===== config.mk =====
export PLATFORM = sky130hd
export DESIGN_NAME = multi_channel_watchdog
export DESIGN_NICKNAME = d
export VERILOG_FILES = /design/src/design/mcw_pkg.sv /design/src/design/mcw_ram.sv /design/src/design/mcw_seq.sv /design/src/design/multi_channel_watchdog.sv
export SDC_FILE = /design/constraint.sdc
export NUM_CORES = 2
export LEC_CHECK = 0
export BUFFER_PORTS_ARGS = -buffer_cell sky130_fd_sc_hd__buf_2
export CORE_AREA = 2 2 288 290
export DETAILED_ROUTE_END_ITERATION = 6
export DIE_AREA = 0 0 290 292
export GPL_ROUTABILITY_DRIVEN = 0
export PLACE_DENSITY = 0.8
export SYNTH_ARGS = -nofsm -noshare
export SYNTH_HDL_FRONTEND = slang
export SYNTH_HIERARCHICAL = 1
export SYNTH_SLANG_ARGS = --single-unit

===== constraint.sdc =====
create_clock -name clock -period 8.7 [get_ports clock]
set_clock_uncertainty 0.05 [all_clocks]
set_input_delay 1.74 -clock clock [delete_from_list [all_inputs] [get_ports clock]]
set_output_delay 1.74 -clock clock [all_outputs]
set_load 0.02 [all_outputs]

===== src/design/mcw_pkg.sv =====
// Package for the multi-channel watchdog: field widths, codes, shared structs.
// Used by every module of the block except mcw_ram; depends on nothing.

package mcw_pkg;

   localparam int NUM_CHANNELS = 16;
   localparam int IDX_W        = (NUM_CHANNELS > 1) ? $clog2(NUM_CHANNELS) : 1;
   localparam logic [IDX_W-1:0] LAST_IDX = IDX_W'(NUM_CHANNELS - 1);

   localparam int KIND_W      = 2;
   localparam int CHAN_W      = 4;
   localparam int MS_W        = 16;
   localparam int TPM_W       = 10;
   localparam int INTERVAL_W  = 8;
   localparam int NOW_W       = 32;
   localparam int TIMEOUT_W   = MS_W + TPM_W;
   localparam int MAX_RESULTS = 16;
   localparam int CNT_W       = $clog2(MAX_RESULTS + 1);

   localparam int REQ_DATA_W = 24;
   localparam int RSP_DATA_W = 8;
   localparam int CSR_ADDR_W = 2;
   localparam int CSR_DATA_W = 10;

   typedef enum logic [KIND_W-1:0] {
      KIND_START = 2'd0,
      KIND_STOP  = 2'd1,
      KIND_FEED  = 2'd2,
      KIND_TICK  = 2'd3
   } kind_type;

   typedef enum logic [CSR_ADDR_W-1:0] {
      CSR_ENABLED       = 2'd0,
      CSR_TICKS_PER_MS  = 2'd1,
      CSR_SCAN_INTERVAL = 2'd2
   } csr_index_type;

   typedef enum logic [1:0] {
      ST_IDLE,
      ST_CMD,
      ST_SCAN,
      ST_FLUSH
   } state_type;

   typedef struct packed {
      logic                  enabled;
      logic [TPM_W-1:0]      ticks_per_ms;
      logic [INTERVAL_W-1:0] scan_interval;
   } cfg_type;

   // Access to the feed stamp and timeout memories; both share one read address.
   typedef struct packed {
      logic                 stamp_we;
      logic                 tmo_we;
      logic [IDX_W-1:0]     wr_addr;
      logic [NOW_W-1:0]     stamp_wdata;
      logic [TIMEOUT_W-1:0] tmo_wdata;
      logic                 rd_en;
      logic [IDX_W-1:0]     rd_addr;
   } ram_req_type;

endpackage


===== src/design/mcw_ram.sv =====
// Generic single-write, single-read synchronous RAM with a registered read port.
// Stand-alone; no package dependency.

module mcw_ram #(
   parameter int WIDTH = 32,
   parameter int DEPTH = 16
) (
   input  logic                                   clock,
   input  logic                                   wr_en,
   input  logic [(DEPTH > 1 ? $clog2(DEPTH) : 1)-1:0] wr_addr,
   input  logic [WIDTH-1:0]                       wr_data,
   input  logic                                   rd_en,
   input  logic [(DEPTH > 1 ? $clog2(DEPTH) : 1)-1:0] rd_addr,
   output logic [WIDTH-1:0]                       rd_data
);

   logic [WIDTH-1:0] mem_ff [DEPTH];
   logic [WIDTH-1:0] rd_data_ff;

   always_ff @(posedge clock) begin
      if (wr_en) begin
         mem_ff[wr_addr] <= wr_data;
      end
      if (rd_en) begin
         rd_data_ff <= mem_ff[rd_addr];
      end
   end

   assign rd_data = rd_data_ff;

endmodule


===== src/design/mcw_seq.sv =====
// Sequencer of the watchdog bank: command handling, tick count, expiry scan
// over the stamp/timeout memories, and the result register. Uses mcw_pkg.

module mcw_seq (
   input  logic                             clock,
   input  logic                             reset,
   input  mcw_pkg::cfg_type                 cfg,
   input  logic                             req_valid,
   output logic                             req_ready,
   input  mcw_pkg::kind_type                req_kind,
   input  logic [mcw_pkg::CHAN_W-1:0]       req_chan,
   input  logic [mcw_pkg::MS_W-1:0]         req_ms,
   output logic                             rsp_valid,
   input  logic                             rsp_ready,
   output logic [mcw_pkg::CHAN_W-1:0]       rsp_chan,
   output logic                             rsp_expired,
   output logic                             rsp_ok,
   output logic                             rsp_last,
   output mcw_pkg::ram_req_type             ram_req,
   input  logic [mcw_pkg::NOW_W-1:0]        rd_stamp,
   input  logic [mcw_pkg::TIMEOUT_W-1:0]    rd_tmo
);

   mcw_pkg::state_type                    state_ff, state_in;
   logic [mcw_pkg::NOW_W-1:0]             now_ff, now_in;
   logic [mcw_pkg::INTERVAL_W-1:0]        phase_ff, phase_in;
   logic [mcw_pkg::NUM_CHANNELS-1:0]      active_ff, active_in;
   logic                                  pend_valid_ff, pend_valid_in;
   logic [mcw_pkg::IDX_W-1:0]             pend_idx_ff, pend_idx_in;
   logic [mcw_pkg::CNT_W-1:0]             found_ff, found_in;
   logic [mcw_pkg::IDX_W-1:0]             cmp_idx_ff, cmp_idx_in;

   mcw_pkg::kind_type                     cmd_kind_ff, cmd_kind_in;
   logic [mcw_pkg::CHAN_W-1:0]            cmd_chan_ff, cmd_chan_in;
   logic [mcw_pkg::MS_W-1:0]              cmd_ms_ff, cmd_ms_in;

   logic                                  rsp_valid_ff, rsp_valid_in;
   logic [mcw_pkg::CHAN_W-1:0]            rsp_chan_ff, rsp_chan_in;
   logic                                  rsp_expired_ff, rsp_expired_in;
   logic                                  rsp_ok_ff, rsp_ok_in;
   logic                                  rsp_last_ff, rsp_last_in;

   logic                                  out_free;
   logic [mcw_pkg::INTERVAL_W-1:0]        phase_inc;
   logic                                  cmd_valid;
   logic [mcw_pkg::IDX_W-1:0]             cmd_idx;
   logic [mcw_pkg::NOW_W-1:0]             elapsed;
   logic                                  hit;
   logic                                  advance;
   logic                                  limit;

   assign out_free  = !rsp_valid_ff || rsp_ready;
   assign phase_inc = phase_ff + 1'b1;
   assign cmd_valid = int'(cmd_chan_ff) < mcw_pkg::NUM_CHANNELS;
   assign cmd_idx   = mcw_pkg::IDX_W'(cmd_chan_ff);
   assign elapsed   = now_ff - rd_stamp;
   assign hit       = active_ff[cmp_idx_ff] && (elapsed >= mcw_pkg::NOW_W'(rd_tmo));
   // A hit while a result is pending needs the output register free to take it; the memory read holds meanwhile.
   assign advance   = !(hit && pend_valid_ff && !out_free);
   assign limit     = hit && (mcw_pkg::CNT_W'(found_ff + 1'b1) ==
                              mcw_pkg::CNT_W'(mcw_pkg::MAX_RESULTS));

   always_comb begin
      state_in       = state_ff;
      now_in         = now_ff;
      phase_in       = phase_ff;
      active_in      = active_ff;
      pend_valid_in  = pend_valid_ff;
      pend_idx_in    = pend_idx_ff;
      found_in       = found_ff;
      cmp_idx_in     = cmp_idx_ff;
      cmd_kind_in    = cmd_kind_ff;
      cmd_chan_in    = cmd_chan_ff;
      cmd_ms_in      = cmd_ms_ff;
      rsp_valid_in   = rsp_valid_ff && !rsp_ready;
      rsp_chan_in    = rsp_chan_ff;
      rsp_expired_in = rsp_expired_ff;
      rsp_ok_in      = rsp_ok_ff;
      rsp_last_in    = rsp_last_ff;
      req_ready      = 1'b0;
      ram_req        = '0;

      unique case (state_ff)
         mcw_pkg::ST_IDLE: begin
            req_ready = 1'b1;
            if (req_valid) begin
               if (req_kind == mcw_pkg::KIND_TICK) begin
                  now_in = now_ff + 1'b1;
                  if (phase_inc < cfg.scan_interval) begin
                     phase_in = phase_inc;
                  end else begin
                     phase_in        = '0;
                     ram_req.rd_en   = 1'b1;
                     ram_req.rd_addr = '0;
                     cmp_idx_in      = '0;
                     state_in        = mcw_pkg::ST_SCAN;
                  end
               end else begin
                  cmd_kind_in = req_kind;
                  cmd_chan_in = req_chan;
                  cmd_ms_in   = req_ms;
                  state_in    = mcw_pkg::ST_CMD;
               end
            end
         end

         mcw_pkg::ST_CMD: begin
            if (out_free) begin
               rsp_ok_in = 1'b1;
               unique case (cmd_kind_ff)
                  mcw_pkg::KIND_START: begin
                     if (!cmd_valid) begin
                        rsp_ok_in = 1'b0;
                     end else if (!active_ff[cmd_idx]) begin
                        if (cfg.enabled) begin
                           ram_req.stamp_we    = 1'b1;
                           ram_req.tmo_we      = 1'b1;
                           ram_req.wr_addr     = cmd_idx;
                           ram_req.stamp_wdata = now_ff;
                           ram_req.tmo_wdata   = mcw_pkg::TIMEOUT_W'(cmd_ms_ff) *
                                                 mcw_pkg::TIMEOUT_W'(cfg.ticks_per_ms);
                           active_in[cmd_idx]  = 1'b1;
                        end else begin
                           rsp_ok_in = 1'b0;
                        end
                     end
                  end
                  mcw_pkg::KIND_STOP: begin
                     if (cmd_valid) begin
                        active_in[cmd_idx] = 1'b0;
                     end
                  end
                  mcw_pkg::KIND_FEED: begin
                     if (cmd_valid && active_ff[cmd_idx]) begin
                        ram_req.stamp_we    = 1'b1;
                        ram_req.wr_addr     = cmd_idx;
                        ram_req.stamp_wdata = now_ff;
                     end
                  end
                  default: begin
                  end
               endcase
               rsp_valid_in   = 1'b1;
               rsp_chan_in    = cmd_chan_ff;
               rsp_expired_in = 1'b0;
               rsp_last_in    = 1'b1;
               state_in       = mcw_pkg::ST_IDLE;
            end
         end

         mcw_pkg::ST_SCAN: begin
            if (advance) begin
               if (hit) begin
                  active_in[cmp_idx_ff] = 1'b0;
                  found_in              = mcw_pkg::CNT_W'(found_ff + 1'b1);
                  pend_valid_in         = 1'b1;
                  pend_idx_in           = cmp_idx_ff;
                  if (pend_valid_ff) begin
                     rsp_valid_in   = 1'b1;
                     rsp_chan_in    = mcw_pkg::CHAN_W'(pend_idx_ff);
                     rsp_expired_in = 1'b1;
                     rsp_ok_in      = 1'b1;
                     rsp_last_in    = 1'b0;
                  end
               end
               if (limit || cmp_idx_ff == mcw_pkg::LAST_IDX) begin
                  state_in = mcw_pkg::ST_FLUSH;
               end else begin
                  ram_req.rd_en   = 1'b1;
                  ram_req.rd_addr = mcw_pkg::IDX_W'(cmp_idx_ff + 1'b1);
                  cmp_idx_in      = mcw_pkg::IDX_W'(cmp_idx_ff + 1'b1);
               end
            end
         end

         mcw_pkg::ST_FLUSH: begin
            if (out_free) begin
               rsp_valid_in   = 1'b1;
               rsp_ok_in      = 1'b1;
               rsp_last_in    = 1'b1;
               rsp_expired_in = pend_valid_ff;
               rsp_chan_in    = pend_valid_ff ? mcw_pkg::CHAN_W'(pend_idx_ff) : '0;
               pend_valid_in  = 1'b0;
               found_in       = '0;
               state_in       = mcw_pkg::ST_IDLE;
            end
         end

         default: begin
            state_in = mcw_pkg::ST_IDLE;
         end
      endcase
   end

   always_ff @(posedge clock) begin
      if (reset) begin
         state_ff      <= mcw_pkg::ST_IDLE;
         now_ff        <= '0;
         phase_ff      <= '0;
         active_ff     <= '0;
         pend_valid_ff <= 1'b0;
         found_ff      <= '0;
         rsp_valid_ff  <= 1'b0;
      end else begin
         state_ff      <= state_in;
         now_ff        <= now_in;
         phase_ff      <= phase_in;
         active_ff     <= active_in;
         pend_valid_ff <= pend_valid_in;
         found_ff      <= found_in;
         rsp_valid_ff  <= rsp_valid_in;
      end
   end

   always_ff @(posedge clock) begin
      pend_idx_ff    <= pend_idx_in;
      cmp_idx_ff     <= cmp_idx_in;
      cmd_kind_ff    <= cmd_kind_in;
      cmd_chan_ff    <= cmd_chan_in;
      cmd_ms_ff      <= cmd_ms_in;
      rsp_chan_ff    <= rsp_chan_in;
      rsp_expired_ff <= rsp_expired_in;
      rsp_ok_ff      <= rsp_ok_in;
      rsp_last_ff    <= rsp_last_in;
   end

   assign rsp_valid   = rsp_valid_ff;
   assign rsp_chan    = rsp_chan_ff;
   assign rsp_expired = rsp_expired_ff;
   assign rsp_ok      = rsp_ok_ff;
   assign rsp_last    = rsp_last_ff;

endmodule


===== src/design/multi_channel_watchdog.sv =====
// Top level of the multi-channel watchdog: stream ports, configuration registers,
// the sequencer and the feed stamp and timeout memories. Uses mcw_pkg, mcw_seq, mcw_ram.
//
// Usage: commands enter on the req_ stream, one transaction per command; req_tuser
// carries the kind (start, stop, feed, tick). Start, stop and feed each return one
// transaction on rsp_ with tlast set. It is loaded into the output register once that
// register is free, and the next command can be taken while it is presented.
// A tick advances the tick count in the cycle it is accepted and, every
// scan_interval ticks, starts a scan of all channels. A tick with no scan gives
// nothing, and the next command can be taken in the following cycle. The scan reads
// one channel per cycle from the two memories (one read port each) while the receiver
// keeps up, and the final transaction is presented after the last channel is read;
// the next command can be taken while it is presented. Expired channels are
// reported in ascending order with tlast on the final one; a scan with no expiry
// gives one empty transaction. A new command is taken once the previous one has
// handed its last transaction to the output register, even while it still waits.
// When rsp_tready is low, the scan holds at an expired channel until the previous
// report has left. Reset clears the armed flags, the tick count and the scan phase,
// and sets the configuration registers to defaults; the memories are not cleared,
// as their contents only matter for armed channels. The csr_ port writes registers.

module multi_channel_watchdog (
   input  logic                               clock,
   input  logic                               reset,
   input  logic                               req_tvalid,
   output logic                               req_tready,
   // [3:0] channel, [19:4] timeout (ms), [23:20] zero
   input  logic [mcw_pkg::REQ_DATA_W-1:0]     req_tdata,
   // [1:0] kind
   input  logic [mcw_pkg::KIND_W-1:0]         req_tuser,
   output logic                               rsp_tvalid,
   input  logic                               rsp_tready,
   // [3:0] chan_out, [4] ok, [7:5] zero
   output logic [mcw_pkg::RSP_DATA_W-1:0]     rsp_tdata,
   // [0] expired
   output logic                               rsp_tuser,
   output logic                               rsp_tlast,
   input  logic                               csr_we,
   input  logic [mcw_pkg::CSR_ADDR_W-1:0]     csr_addr,
   input  logic [mcw_pkg::CSR_DATA_W-1:0]     csr_wdata
);

   mcw_pkg::cfg_type                   cfg_ff, cfg_in;
   mcw_pkg::ram_req_type               ram_req;
   logic [mcw_pkg::NOW_W-1:0]          rd_stamp;
   logic [mcw_pkg::TIMEOUT_W-1:0]      rd_tmo;
   logic [mcw_pkg::CHAN_W-1:0]         rsp_chan;
   logic                               rsp_ok;

   always_comb begin
      cfg_in = cfg_ff;
      if (csr_we) begin
         unique case (csr_addr)
            mcw_pkg::CSR_ENABLED: begin
               cfg_in.enabled = csr_wdata[0];
            end
            mcw_pkg::CSR_TICKS_PER_MS: begin
               cfg_in.ticks_per_ms = csr_wdata[mcw_pkg::TPM_W-1:0];
            end
            mcw_pkg::CSR_SCAN_INTERVAL: begin
               cfg_in.scan_interval = csr_wdata[mcw_pkg::INTERVAL_W-1:0];
            end
            default: begin
            end
         endcase
      end
   end

   always_ff @(posedge clock) begin
      if (reset) begin
         cfg_ff.enabled       <= 1'b0;
         cfg_ff.ticks_per_ms  <= mcw_pkg::TPM_W'(1);
         cfg_ff.scan_interval <= mcw_pkg::INTERVAL_W'(2);
      end else begin
         cfg_ff <= cfg_in;
      end
   end

   mcw_seq u_seq (
      .clock       (clock),
      .reset       (reset),
      .cfg         (cfg_ff),
      .req_valid   (req_tvalid),
      .req_ready   (req_tready),
      .req_kind    (mcw_pkg::kind_type'(req_tuser)),
      .req_chan    (req_tdata[mcw_pkg::CHAN_W-1:0]),
      .req_ms      (req_tdata[mcw_pkg::CHAN_W +: mcw_pkg::MS_W]),
      .rsp_valid   (rsp_tvalid),
      .rsp_ready   (rsp_tready),
      .rsp_chan    (rsp_chan),
      .rsp_expired (rsp_tuser),
      .rsp_ok      (rsp_ok),
      .rsp_last    (rsp_tlast),
      .ram_req     (ram_req),
      .rd_stamp    (rd_stamp),
      .rd_tmo      (rd_tmo)
   );

   mcw_ram #(
      .WIDTH (mcw_pkg::NOW_W),
      .DEPTH (mcw_pkg::NUM_CHANNELS)
   ) u_stamp_ram (
      .clock   (clock),
      .wr_en   (ram_req.stamp_we),
      .wr_addr (ram_req.wr_addr),
      .wr_data (ram_req.stamp_wdata),
      .rd_en   (ram_req.rd_en),
      .rd_addr (ram_req.rd_addr),
      .rd_data (rd_stamp)
   );

   mcw_ram #(
      .WIDTH (mcw_pkg::TIMEOUT_W),
      .DEPTH (mcw_pkg::NUM_CHANNELS)
   ) u_tmo_ram (
      .clock   (clock),
      .wr_en   (ram_req.tmo_we),
      .wr_addr (ram_req.wr_addr),
      .wr_data (ram_req.tmo_wdata),
      .rd_en   (ram_req.rd_en),
      .rd_addr (ram_req.rd_addr),
      .rd_data (rd_tmo)
   );

   assign rsp_tdata = {(mcw_pkg::RSP_DATA_W - mcw_pkg::CHAN_W - 1)'(0), rsp_ok, rsp_chan};

endmodule


# == Word-level counts from Yosys, hierarchy flattened ==
# Memory sizes are Yosys's and may differ from the RTL's. A register that Yosys moved wholly into a read port is not among the register bits.
# Cells that the tools add are included.
# classes
n_eq_ne,25
n_mux,85
n_reduce_logical,33
bitwise,7
n_lt_le_gt_ge,6
n_addsub,5
mul,1
# op_table
op,count
2-to-1 mux 64 bit,4
2-to-1 mux 16 bit,5
one-hot mux 36 bit (2 select lines),1
one-hot mux 16 bit (2 select lines),2
2-to-1 mux 4 bit,11
2-to-1 mux 5 bit,8
2-to-1 mux 36 bit,1
"adder 32 x 1 -> 32 bit, second input constant",1
AND 16 bit,2
>= comparator 32 x 26 -> 1 bit,1
NOT 16 bit,2
subtractor 32 bit,1
2-to-1 mux 1 bit,30
multiplier 16 x 10 -> 26 bit,1
2-to-1 mux 26 bit,1
one-hot mux 5 bit (2 select lines),2
OR 16 bit,1
"inequality test 2 x 1 -> 1 bit, second input constant",7
2-to-1 mux 2 bit,6
one-hot mux 4 bit (3 select lines),1
AND reduction 6 bit,2
"== test 2 bit, second input constant",5
"< comparator 4 x 5 -> 1 bit, second input constant",2
AND reduction 5 bit,2
30 further kinds,63
# word_totals
mem_bits_rw,928
n_memories,2
inputBits,43
word_cells,183
out_inout_bits,12
ff_bits,121
# memory_table
name,depth,width,read_ports,rd_clocked_by_memory_dff,write_ports,line,source
u_stamp_ram.mem_ff,16,32,1,1,1,mcw_ram.sv:17,logic [WIDTH-1:0] mem_ff [DEPTH];
u_tmo_ram.mem_ff,16,26,1,1,1,mcw_ram.sv:17,

# == Depth between registers and ports, before layout ==
# depth
word_depth,10
ltp_mapped,29

# == Cells and area by module ==
# Netlist, hierarchy kept.
# modules_own_cells
mod,area_per_inst_um2,seq_area_each_um2,n_inst,cells_each
mcw_ram (u_stamp_ram),20155.6,16335.7,1,838
mcw_ram (u_tmo_ram),16637.2,13272.7,1,686
mcw_seq,13432.9,2412.3,1,1596
multi_channel_watchdog,848.3,380.4,1,83

# == Worst setup path before layout ==
# No wires, ideal clock.
# synth_timing
path_kind,reg-to-reg
startpoint,reg cfg_ff[10] (netlist bit)
endpoint,"mem u_tmo_ram/mem_ff[0][23] (netlist bit), data pin"
t_required_ps,8314
path_stages_with_launch,22
setup_slack_ps,2191
path_buffers,1
arrival_time_ps,6124
setup_ps,336
path_cell_list,dfxtp_1 clkbuf_1 nand2_1 fa_1 inv_1 fa_1 inv_1 fa_1 inv_1 fa_1 inv_1 fa_1 inv_1 ha_1 or4_1 a21oi_1 o21bai_1 a31oi_1 o211ai_1 o41ai_1 o21a_1 nor3b_1
# synth_lines
item,line,source
"start, declared",multi_channel_watchdog.sv:43,"mcw_pkg::cfg_type cfg_ff, cfg_in;"
"start signal, assigned",multi_channel_watchdog.sv:75,cfg_ff <= cfg_in;
"end, declared",mcw_ram.sv:17,

==> impl_metrics.py <==
metrics = {
    "die": {
        "ios": 55,
        "start_util_pct": 62.6,
        "rows": 105,
        "die_area_um2": 84700,
        "die_w_um": 290,
        "die_h_um": 292,
        "core_area_um2": 81600,
    },
    "outcome": {
        "status": "complete, no violations",
    },
    "clocking": {
        "worstSkewPairLatency_ns": 0.70,
        "cts_buffers": 105,
        "clock-root-buffer": "clkbuf_16",
        "cts_sinks": 1107,
        "clk_path_buf_depth": 3,
        "hold_buffers": 0,
        "cts_tree": "built",
        "ctsResizeCount": 0,
        "htreeDepth": 3,
        "postCtsSetupBuffers": 0,
        "clkTransAtPathRegs_ns": 0.07,
    },
    "synthesis": {
        "synth-edff-count": 1023,
        "syn_avg_cell_area_um2": 15.9,
        "synth_area_um2": 51100,
        "yosys.cell_types.count": 77,
        "ys_ff_latch": 1107,
        "synth_warnings": 6,
        "synthArstFlopShare_pct": 0,
        "synthCells": 3203,
        "seq_area_frac_synth_pct": 63.4,
        "synth_flop_cell": "edfxtp_1",
    },
    "global_routing": {
        "gr-usage-met3_pct": 3.71,
        "grt_util_met1_pct": 37.5,
        "antenna_found_initial": 1,
        "grt_pass1_wl_um": 183000,
        "met2_usage_pct": 50.1,
        "track_usage_pct": 28.7,
        "top_usage_layer": "met2",
        "grt_pass1_vias": 30300,
        "grt_overflow": 0,
        "grt_max_degree": 129,
    },
    "cells_and_area": {
        "fill_cells": 4961,
        "multiInputGateArea_um2": 17300,
        "seq_area_um2": 32400,
        "final_util_pct": 68.8,
        "antenna_cells": 0,
        "drive_gt1_share_pct": 16.6,
        "finalNonFillerCells": 4426,
        "syn_to_final_growth_pct": 9.89,
        "nNetsFinal": 3558,
    },
    "critical_path": {
        "crit_slowest_cell": "mux4_1",
        "slowest_delay_ns": 0.64,
        "crit_type": "flip-flop to flip-flop",
        "r2r_slack_ns": 0.92,
        "cpMostUsedCell": "a21oi_1",
        "start_kind": "flip-flop",
        "worstPathRequired_ns": 9.06,
        "crit_fanout": 48,
        "arrival_ns": 8.13,
        "endpoint_kind": "flip-flop",
    },
    "timing": {
        "slew_headroom_pct": 17.5,
        "worst_slew_pin_slew_ns": 1.23,
        "hold_viol": 0,
        "timing.fmax_ghz": 0.129,
        "layout_setup_ws_ns": 0.923,
        "finalCritPeriodShare_pct": 89.4,
        "finalSetupViolCount": 0,
        "drv_slew": 0,
        "fin_crit_ns": 7.78,
        "rsz0062_at_grt": "no",
        "tns_ns": 0,
    },
    "drt": {
        "vias": 29300,
        "viasPerCell": 6.62,
        "wire_per_inst_um": 27.1,
        "first_pass_iters": 7,
        "wirelength_um": 120000,
        "drtIter0Drc": 3160,
        "drc": 0,
        "ant_nets": 0,
    },
    "place": {
        "port_buffers": 47,
        "dp_slack_ns": 1.14,
        "place_inst": 4229,
        "dpl.hpwl_um": 66900,
    },
    "power_and_ir_drop": {
        "p_leak_nw": 17.9,
        "power.density_nw_per_um2": 243,
        "ir_drop_v": 0.000201,
    },
    "worst_hold_path": {
        "holdCritPathClass": "flip-flop to flip-flop",
    },
    "job": {
        "maxCapViolations": 0,
    },
}
## Yosys cell counts, types with 5 or more instances
cell / number / area share (%)
nand2b_1: 45 / 0.55
buf_6: 5 / 0.11
or4_1: 5 / 0.074
edfxtp_1: 1023 / 60
ha_1: 138 / 3.4
a211oi_2: 15 / 0.37
nand3_1: 46 / 0.45
a31oi_1: 10 / 0.12
nor3_1: 30 / 0.29
a221oi_1: 17 / 0.29
nand3b_1: 11 / 0.16
a211oi_1: 10 / 0.15
o31ai_1: 7 / 0.10
or3_1: 7 / 0.086
nand2_1: 228 / 1.7
nor2b_1: 21 / 0.26
and3_1: 14 / 0.17
buf_2: 25 / 0.24
a22oi_1: 117 / 1.7
nor4_1: 5 / 0.061
a21o_1: 23 / 0.34
nor2_1: 142 / 1.0
xor2_1: 40 / 0.69
o21ai_1: 5 / 0.049
and2_1: 126 / 1.5
mux2i_1: 22 / 0.43
xnor2_1: 41 / 0.70
o21a_1: 9 / 0.13
o211ai_1: 9 / 0.13
a22o_1: 19 / 0.33
buf_1: 16 / 0.12
clkbuf_1: 84 / 0.62
fa_1: 111 / 4.4
dfxtp_1: 84 / 3.3
mux4_1: 36 / 1.9
o21ai_0: 42 / 0.41
buf_4: 13 / 0.19
buf_12: 7 / 0.27
inv_1: 213 / 1.6
a32oi_1: 16 / 0.27
a21oi_1: 77 / 0.75
mux4_2: 206 / 9.1
nand4_1: 19 / 0.23
## worst paths after layout
check | start | end | cells past startpoint
setup reg to reg | u_seq/now_ff[6]$_SDFFE_PP0P_ | u_tmo_ram/rd_data[17]$_DFFE_PP_ | 26
setup / recovery | u_seq/now_ff[6]$_SDFFE_PP0P_ | u_tmo_ram/rd_data[17]$_DFFE_PP_ | 26
hold reg to reg | cfg_ff[0]$_SDFFE_PP0P_ | cfg_ff[0]$_SDFFE_PP0P_ | 2
hold / removal | cfg_ff[0]$_SDFFE_PP0P_ | cfg_ff[0]$_SDFFE_PP0P_ | 2
## flip-flops by register name, summed over array words and instances, names as in the netlist, 4 cells and up, named ones only
name / flops
u_stamp_ram/mem_ff: 512
u_tmo_ram/mem_ff: 416
u_seq/now_ff: 32
u_stamp_ram/rd_data: 32
u_tmo_ram/rd_data: 26
cfg_ff: 19
u_seq/cmd_ms_ff: 16
u_seq/phase_ff: 8
u_seq/found_ff: 5
u_seq/cmd_chan_ff: 4
u_seq/cmp_idx_ff: 4
u_seq/pend_idx_ff: 4
u_seq/rsp_chan: 4
## kinds of logic (layout without fill, tap and decap cells)
| group | Yosys count | count (layout) | synth area share, % |
|---|---|---|---|
| buf+inv | 364 | 515 | 3.13 |
| flops | 1107 | 1107 | 63.4 |
| fa+ha+maj | 249 | 249 | 7.73 |
| other cells | 1 | 3 | 0.00734 |
| simple gates | 722 | 722 | 7.07 |
| compound gates | 415 | 415 | 5.86 |
| xor+xnor | 81 | 81 | 1.39 |
| mux | 264 | 264 | 11.4 |
## where the power goes
part	switching [mW]	internal, mW
clock	2.00	2.59
sequential	0.157	6.01
combinational	1.80	1.09
## through the flow
step / cell area [um^2] / power (mW) / hold slack (ns)
5_1_grt: 56100 / 14.1 / 0.456
3_3_place_gp: 52600 / 9.01 / 0.403
6_report: 56100 / 13.6 / 0.425
3_5_place_dp: 52600 / 9.10 / 0.415
2_1_floorplan: 51100 / 8.27 / 0.374
4_1_cts: 56100 / 13.7 / 0.428
## cell type report
type                       count  area share (%)
multi-input combinational   1734            30.9
sequential                  1107            57.7
clock buffer                 135            5.04
clock inverter                62            1.14
timing repair buffer         105            1.40
inverter                     213            1.42
tap                         1070            2.39
## worst max-delay path: cells and delay by family, from the launching register on
family	cells	cell delay, ns
AO/OA/AOI/OAI	15	2.92
XOR/XNOR	1	0.15
multiplexers	1	0.64
flip-flops	1	0.48
adder cells (fa/ha/maj)	2	0.61
buffers and inverters	1	0.40
AND/OR/NAND/NOR	6	2.15
## cell usage in the layout (no fill, tap or decap), types with 11 or more instances in the layout
master,n
mux4_1,36
nand3b_1,11
nand4_1,19
clkinv_1,13
mux2i_1,22
clkinv_2,26
nor2_1,113
fa_1,111
a32oi_1,16
clkbuf_1,21
nor2b_1,17
buf_2,46
nor2_4,18
ha_1,138
nor3_2,12
nand2_1,227
xor2_1,40
a22oi_1,117
and2_1,125
buf_4,50
nand3_1,46
inv_1,213
a221oi_1,17
edfxtp_1,1023
and3_1,14
xnor2_1,41
clkbuf_16,105
nor2_2,11
a21o_1,23
nor3_1,19
dfxtp_1,84
o21ai_0,42
nand2b_1,45
a21oi_1,76
mux4_2,206
a22o_1,19
a211oi_2,15
## routing by layer
| layer | vias up | share of wire [%] |
|---|---|---|
| li1 | 12400 | - |
| met1 | 14900 | 36 |
| met2 | 1652 | 52 |
| met3 | 297 | 8.5 |
| met4 | 2 | 3.6 |
| met5 | - | 0.011 |
No activity file was read; power rests on OpenSTA's default activity.
